==> src/rtl/core/ffc_pkg.sv <==
`default_nettype none

package ffc_pkg;

    localparam int unsigned WordWidth  = 32;
    localparam int unsigned MagWidth   = 31;
    localparam int unsigned ExpWidth   = 8;
    localparam int unsigned TallyWidth = 32;

    // Direction codes for func
    localparam logic FuncVaxToIeee = 1'b0;
    localparam logic FuncIeeeToVax = 1'b1;

    localparam logic [MagWidth-1:0] ExpOne  = 31'h0080_0000;
    localparam logic [MagWidth-1:0] ExpTwo  = 31'h0100_0000;
    localparam logic [MagWidth-1:0] VaxMax  = 31'h7fff_ffff;
    localparam logic [ExpWidth-1:0] ExpSat  = 8'd254;
    localparam logic [ExpWidth-1:0] ExpTwoC = 8'd2;
    localparam logic [ExpWidth-1:0] ExpThr  = 8'd3;
    localparam logic [TallyWidth-1:0] TallyMax = '1;

    typedef struct packed {
        logic                 func;
        logic [WordWidth-1:0] word_in;
        logic                 last_in_array;
    } ffc_item_t;

    typedef struct packed {
        logic [WordWidth-1:0]  word_out;
        logic                  saturated;
        logic [TallyWidth-1:0] saturated_total;
        logic                  array_done;
    } ffc_result_t;

    typedef struct packed {
        logic [WordWidth-1:0] word;
        logic                 saturated;
    } ffc_conv_t;

    typedef struct packed {
        logic step;
        logic flag;
        logic last;
    } ffc_tally_ctl_t;

endpackage

`default_nettype wire

==> src/rtl/core/f_float_ieee_single_converter_top.sv <==
`default_nettype none

// Converts one 32-bit float per beat between VAX F and IEEE single, both in
// logical field order (sign 31, exponent 30:23, fraction 22:0); func 0 goes
// VAX to IEEE, func 1 IEEE to VAX. One beat is taken every cycle while result_ready
// does not stall the output; each beat moves from the input register through
// the conversion logic into the result register. IEEE
// values too large for VAX saturate and are flagged, and a per-array count of
// flagged beats rides with each result and clears after the beat marked
// last_in_array.
module f_float_ieee_single_converter_top (
    input  wire                          clk,
    input  wire                          rst_n,
    input  wire                          item_valid,
    output logic                         item_ready,
    input  wire ffc_pkg::ffc_item_t      item,
    output logic                         result_valid,
    input  wire                          result_ready,
    output ffc_pkg::ffc_result_t         result
);

    logic                           s1_valid_reg;
    ffc_pkg::ffc_item_t             s1_data_reg;
    logic                           result_valid_reg;
    ffc_pkg::ffc_result_t           result_reg;
    logic                           s2_load;
    ffc_pkg::ffc_conv_t             conv;
    ffc_pkg::ffc_tally_ctl_t        tally_ctl;
    logic [ffc_pkg::TallyWidth-1:0] tally_total;
    logic [ffc_pkg::TallyWidth-1:0] tally_count;

    assign s2_load    = s1_valid_reg && (!result_valid_reg || result_ready);
    assign item_ready = !s1_valid_reg || s2_load;

    always_ff @(posedge clk or negedge rst_n)
    begin
        if (!rst_n)
            s1_valid_reg <= 1'b0;
        else if (item_valid && item_ready)
            s1_valid_reg <= 1'b1;
        else if (s2_load)
            s1_valid_reg <= 1'b0;
    end

    always_ff @(posedge clk)
    begin
        if (item_valid && item_ready)
            s1_data_reg <= item;
    end

    ffc_convert u_convert (
        .item (s1_data_reg),
        .conv (conv)
    );

    assign tally_ctl.step = s2_load;
    assign tally_ctl.flag = conv.saturated;
    assign tally_ctl.last = s1_data_reg.last_in_array;

    ffc_tally u_tally (
        .clk   (clk),
        .rst_n (rst_n),
        .ctl   (tally_ctl),
        .total (tally_total),
        .count (tally_count)
    );

    always_ff @(posedge clk or negedge rst_n)
    begin
        if (!rst_n)
            result_valid_reg <= 1'b0;
        else if (s2_load)
            result_valid_reg <= 1'b1;
        else if (result_ready)
            result_valid_reg <= 1'b0;
    end

    always_ff @(posedge clk)
    begin
        if (s2_load)
        begin
            result_reg.word_out        <= conv.word;
            result_reg.saturated       <= conv.saturated;
            result_reg.saturated_total <= tally_total;
            result_reg.array_done      <= s1_data_reg.last_in_array;
        end
    end

    assign result_valid = result_valid_reg;
    assign result       = result_reg;

`ifndef ASSERT_OFF
    // Hold the staged beat until the result register takes it
    a_s1_hold: assert property (@(posedge clk) disable iff (!rst_n)
        s1_valid_reg && !s2_load |=> s1_valid_reg && $stable(s1_data_reg))
        else $error("staged beat changed before advancing");

    a_sat_word: assert property (@(posedge clk) disable iff (!rst_n)
        result_valid && result.saturated |->
            result.saturated_total != '0 && result.word_out[30:0] == ffc_pkg::VaxMax)
        else $error("saturated result without max word or count");

    a_tally_clear: assert property (@(posedge clk) disable iff (!rst_n)
        s2_load && s1_data_reg.last_in_array |=> tally_count == '0)
        else $error("count not cleared after last beat of array");

    a_tally_step: assert property (@(posedge clk) disable iff (!rst_n)
        !s2_load |=> $stable(tally_count))
        else $error("count moved without a beat advancing");
`endif

endmodule

`default_nettype wire

==> src/rtl/core/ffc_convert.sv <==
`default_nettype none

module ffc_convert (
    input  wire ffc_pkg::ffc_item_t item,
    output ffc_pkg::ffc_conv_t      conv
);

    logic                            sign;
    logic [ffc_pkg::MagWidth-1:0]    mag;
    logic [ffc_pkg::ExpWidth-1:0]    expo;
    logic [ffc_pkg::MagWidth-1:0]    v2i_mag;
    logic [ffc_pkg::MagWidth-1:0]    i2v_mag;
    logic [ffc_pkg::MagWidth-1:0]    v2i_lo;
    logic [ffc_pkg::MagWidth-1:0]    v2i_two;
    logic                            i2v_tiny;
    logic                            i2v_sat;

    assign sign = item.word_in[ffc_pkg::WordWidth-1];
    assign mag  = item.word_in[ffc_pkg::MagWidth-1:0];
    assign expo = mag[ffc_pkg::MagWidth-1 -: ffc_pkg::ExpWidth];

    assign v2i_lo  = (mag + 31'd1) >> 2;
    assign v2i_two = (mag - ffc_pkg::ExpOne) >> 1;

    always_comb
    begin
        priority if (expo >= ffc_pkg::ExpThr)
            v2i_mag = mag - ffc_pkg::ExpTwo;
        else if (expo == ffc_pkg::ExpTwoC)
            v2i_mag = v2i_two;
        else
            v2i_mag = v2i_lo;
    end

    // Tiny IEEE values, signed zero included, collapse to a plain zero
    assign i2v_tiny = (mag[ffc_pkg::MagWidth-1:21] == '0);
    assign i2v_sat  = !i2v_tiny && (expo >= ffc_pkg::ExpSat);

    always_comb
    begin
        priority if (i2v_sat)
            i2v_mag = ffc_pkg::VaxMax;
        else if (expo != '0)
            i2v_mag = mag + ffc_pkg::ExpTwo;
        else if (mag[22])
            i2v_mag = (mag << 1) + ffc_pkg::ExpOne;
        else
            i2v_mag = mag << 2;
    end

    always_comb
    begin
        unique case (item.func)
            ffc_pkg::FuncVaxToIeee:
            begin
                conv.word      = {sign, v2i_mag};
                conv.saturated = 1'b0;
            end
            ffc_pkg::FuncIeeeToVax:
            begin
                conv.word      = i2v_tiny ? '0 : {sign, i2v_mag};
                conv.saturated = i2v_sat;
            end
            default:
            begin
                conv.word      = '0;
                conv.saturated = 1'b0;
            end
        endcase
    end

endmodule

`default_nettype wire

==> src/rtl/core/ffc_tally.sv <==
`default_nettype none

module ffc_tally (
    input  wire                              clk,
    input  wire                              rst_n,
    input  wire ffc_pkg::ffc_tally_ctl_t     ctl,
    output logic [ffc_pkg::TallyWidth-1:0]   total,
    output logic [ffc_pkg::TallyWidth-1:0]   count
);

    logic [ffc_pkg::TallyWidth-1:0] tally_reg;
    logic [ffc_pkg::TallyWidth-1:0] tally_next;

    // Saturate at all ones rather than wrap
    assign total = (ctl.flag && tally_reg != ffc_pkg::TallyMax) ?
                   tally_reg + 32'd1 : tally_reg;

    always_comb
    begin
        tally_next = tally_reg;
        if (ctl.step)
            tally_next = ctl.last ? '0 : total;
    end

    always_ff @(posedge clk or negedge rst_n)
    begin
        if (!rst_n)
            tally_reg <= '0;
        else
            tally_reg <= tally_next;
    end

    assign count = tally_reg;

endmodule

`default_nettype wire

==> config.mk <==
export PLATFORM = sky130hd
export DESIGN_NAME = f_float_ieee_single_converter_top
export DESIGN_NICKNAME = d
export VERILOG_FILES = /design/src/rtl/core/ffc_pkg.sv /design/src/rtl/core/f_float_ieee_single_converter_top.sv /design/src/rtl/core/ffc_convert.sv /design/src/rtl/core/ffc_tally.sv
export SDC_FILE = /design/constraint.sdc
export NUM_CORES = 1
export LEC_CHECK = 0
export ABC_CLOCK_PERIOD_IN_PS = 4600
export BUFFER_PORTS_ARGS = -buffer_cell sky130_fd_sc_hd__buf_4
export CAP_MARGIN = 10
export CORE_AREA = 8 8 128 130
export CTS_CLUSTER_SIZE = 30
export DETAILED_ROUTE_END_ITERATION = 12
export DIE_AREA = 0 0 136 138
export MAX_ROUTING_LAYER = met4
export PLACE_DENSITY = 0.87
export SLEW_MARGIN = 25
export SYNTH_ARGS = -nofsm -noshare
export SYNTH_HDL_FRONTEND = slang
export SYNTH_SLANG_ARGS = --single-unit
==> constraint.sdc <==
create_clock -name clk -period 4.6 [get_ports clk]
set_clock_uncertainty 0.15 [all_clocks]
set_input_delay 0.92 -clock clk [delete_from_list [all_inputs] [get_ports clk]]
set_output_delay 0.92 -clock clk [all_outputs]
set_load 0.1 [all_outputs]
==> results by group <==
Run status
  • Status: finished, final reports clean

GRT
  • GRT Residual Overflow: 0
  • Total global-route track usage: 21.6%
  • Vias in the first global route: 6131
  • Pin count of the biggest net entering global routing: 71
  • First-pass GRT wire length: 31.9 mm
  • Initial antenna violation count: 0

Worst setup path
  • Worst-path fanout max: 16
  • Worst Setup Start Kind: flip-flop
  • Worst r2r dst: u_tally.count[29]
  • Worst path required time: 4.72 ns
  • Worst setup path class: reg -> reg
  • Worst reg2reg path startpoint: s1_data_reg[25]
  • CP Capture Type: flip-flop
  • Critical path arrival: 3.45 ns
  • Critical path origin: s1_data_reg[25]
  • Worst R2R Path Depth: 6
  • Flop2flop setup slack: 1.27 ns

STA
  • Min Tclk post-route: 3.33 ns
  • Setup TNS: 0 ns
  • Rel. slew slack: 35.6%
  • Final Cycle Share: 72.4%
  • WHS: 0.304 ns
  • Final setup margin: 1.27 ns
  • Max Fclk: 300 MHz
  • Final slew viol count: 0
  • Final setup fails: 0
  • RSZ-0062 raised after global routing: no
  • Worst Max-Slew Pin Slew: 0.966 ns
  • Hold Violations, Final: 0

Yosys
  • Top cell type's share of synthesized area: 38.8%
  • Synth cell count leaders: 100 x edfxtp_1, 78 x o21ai_0, 57 x nand2_1
  • Syn nets: 788
  • Synth area leader: edfxtp_1
  • Main synth FF type: edfxtp_1
  • Syn_area_per_cell: 10.4 sq um
  • Most common cell in the netlist: edfxtp_1
  • Post-synth ARST share: 25.4%
  • EDFF count, synth: 100
  • Yosys reg bits: 134
  • Seq/Total Area, Yosys: 49.8%
  • Synth unique cells: 78
  • Synth Instances: 741
  • Post-synthesis instance area: 7740 sq um
  • Ranking of synthesized cells by area: edfxtp_1 39%, dfrtp_1 11%, o21ai_0 5.0%, xnor2_1 4.4%, nand2_1 2.8%
  • Warning count from the yosys run: 0

Clocking
  • H-tree depth: 4
  • Clk_lat worst skew: 0.42 ns
  • Root Buffer: clkbuf_16
  • Num CTS Buffers: 17
  • Clk pin slew, worst setup/hold paths: 0.06 ns
  • Clk sink count: 134
  • CTS Hold Buffers Added: 0
  • Post-CTS Setup Inserts: 0
  • CTS tree: built
  • Post_cts resized: 0
  • Deepest clock path buffer count: 2

Final layout
  • Max reg flops: 66
  • Finished Layout Cells: 1010
  • Layout Nets: 860
  • Synth-to-Final Area Change: 17.6%
  • Post-Layout Inst Area: 9100 sq um
  • Share of post-route cells with drive strength above 1: 21.7%
  • Antenna cells: 0

Floorplan
  • Row cnt: 44
  • Core area: 14300 sq um
  • Die height: 138 microns
  • I/O Pins: 106
  • Die width: 136 microns
  • Full die area: 18800 sq um
  • Starting Density: 54.1%

Routing
  • Final wirelength: 19.8 mm
  • DR DRC count: 0
  • DR pass1 iterations: 6
  • Post-DRT Antenna Nets: 0
  • WL/cell: 19.6 microns
  • Vias: 6440
  • Initial DRC count: 925
  • Vias per cell: 6.38

Placed design
  • Post-Place Cells: 978
  • Setup slack at placement: 1.47 ns
  • I/O Buffers: 105
  • RD Place Congestion: 0.954
  • Dpl cell area: 8530 sq um
  • Post-DP HPWL: 13.2 mm

Job
  • Max cap viols: 0

Power and ir drop
  • Static Leak: 3.50 nW
  • Worst VDD drop: 0.254 mV
  • Power density over cell area: 395 nW/um^2

Hold path
  • Hold crit path type: in -> async
-- placed cells by master, fill, tap and decap left out, types with 7 or more instances in the layout --
cell / instances
buf_4: 114
edfxtp_1: 100
o21ai_0: 78
nand2_1: 56
xnor2_1: 39
nor2_1: 38
dfrtp_1: 34
a21oi_1: 32
nand3_1: 30
mux2i_1: 21
inv_1: 20
a22oi_1: 20
o31ai_1: 18
clkbuf_16: 17
nand4_1: 14
xor2_1: 13
nor3_1: 12
and3_1: 11
ha_1: 9
a211oi_1: 8
a31oi_1: 8
a41oi_1: 7
or4_1: 7
-- cell families after synthesis --
group	Yosys count	synth area share (%)
XOR/XNOR	52	5.88
buffers and inverters	82	4.90
adder cells (fa/ha/maj)	9	1.45
flip-flops	134	49.8
multiplexers	22	2.86
AND/OR/NAND/NOR	218	15.9
AO/OA/AOI/OAI	224	19.2
-- layer usage --
layer	wire length [microns]	track usage, %
met1	8440	28.8
met2	9190	31.4
met3	1690	4.53
met4	488	8.73
met5	0	-
-- per-stage QoR --
stage | power, W | utilization, %
global placement | 0.00228 | 59.6
CTS | 0.00362 | 63.6
global route | 0.00371 | 63.6
floorplan | 0.00211 | -
detailed placement | 0.00230 | 59.6
finish | 0.00360 | 63.6
-- how the worst max path moves through the flow --
stage,to,slack [ns],depth (start not counted)
2_1_floorplan,u_tally.count[9],1.01,9
3_3_place_gp,result[58],1.51,8
3_5_place_dp,result[16],1.47,7
4_1_cts,u_tally.count[29],1.33,6
5_1_grt,u_tally.count[29],1.15,7
6_report,u_tally.count[29],1.27,6
-- area by class of cell --
class,instances,area [sq um]
well taps,184,230
flip-flops and latches,134,3850
inverters,21,78.8
repair buffers,114,856
fillers,1132,5210
clock buffers,18,439
clock inverters,14,138
multi-input cells,525,3510
-- power by group --
group	leakage (nW)	switching (W)	internal, W
logic	1.78	0.000577	0.000182
registers	1.43	0.0000946	0.00142
clock network	0.284	0.000552	0.000771
total	3.50	0.00122	0.00238
-- critical path, cell delays in order, from the launching register on --
cell and delay [ns]:
edfxtp_1 0.68, ha_1 0.33, o211a_1 0.24, and2_1 0.49
and3_1 0.56, nand4_1 0.26, o31ai_1 0.47
No activity file was read; power rests on OpenSTA's default activity.
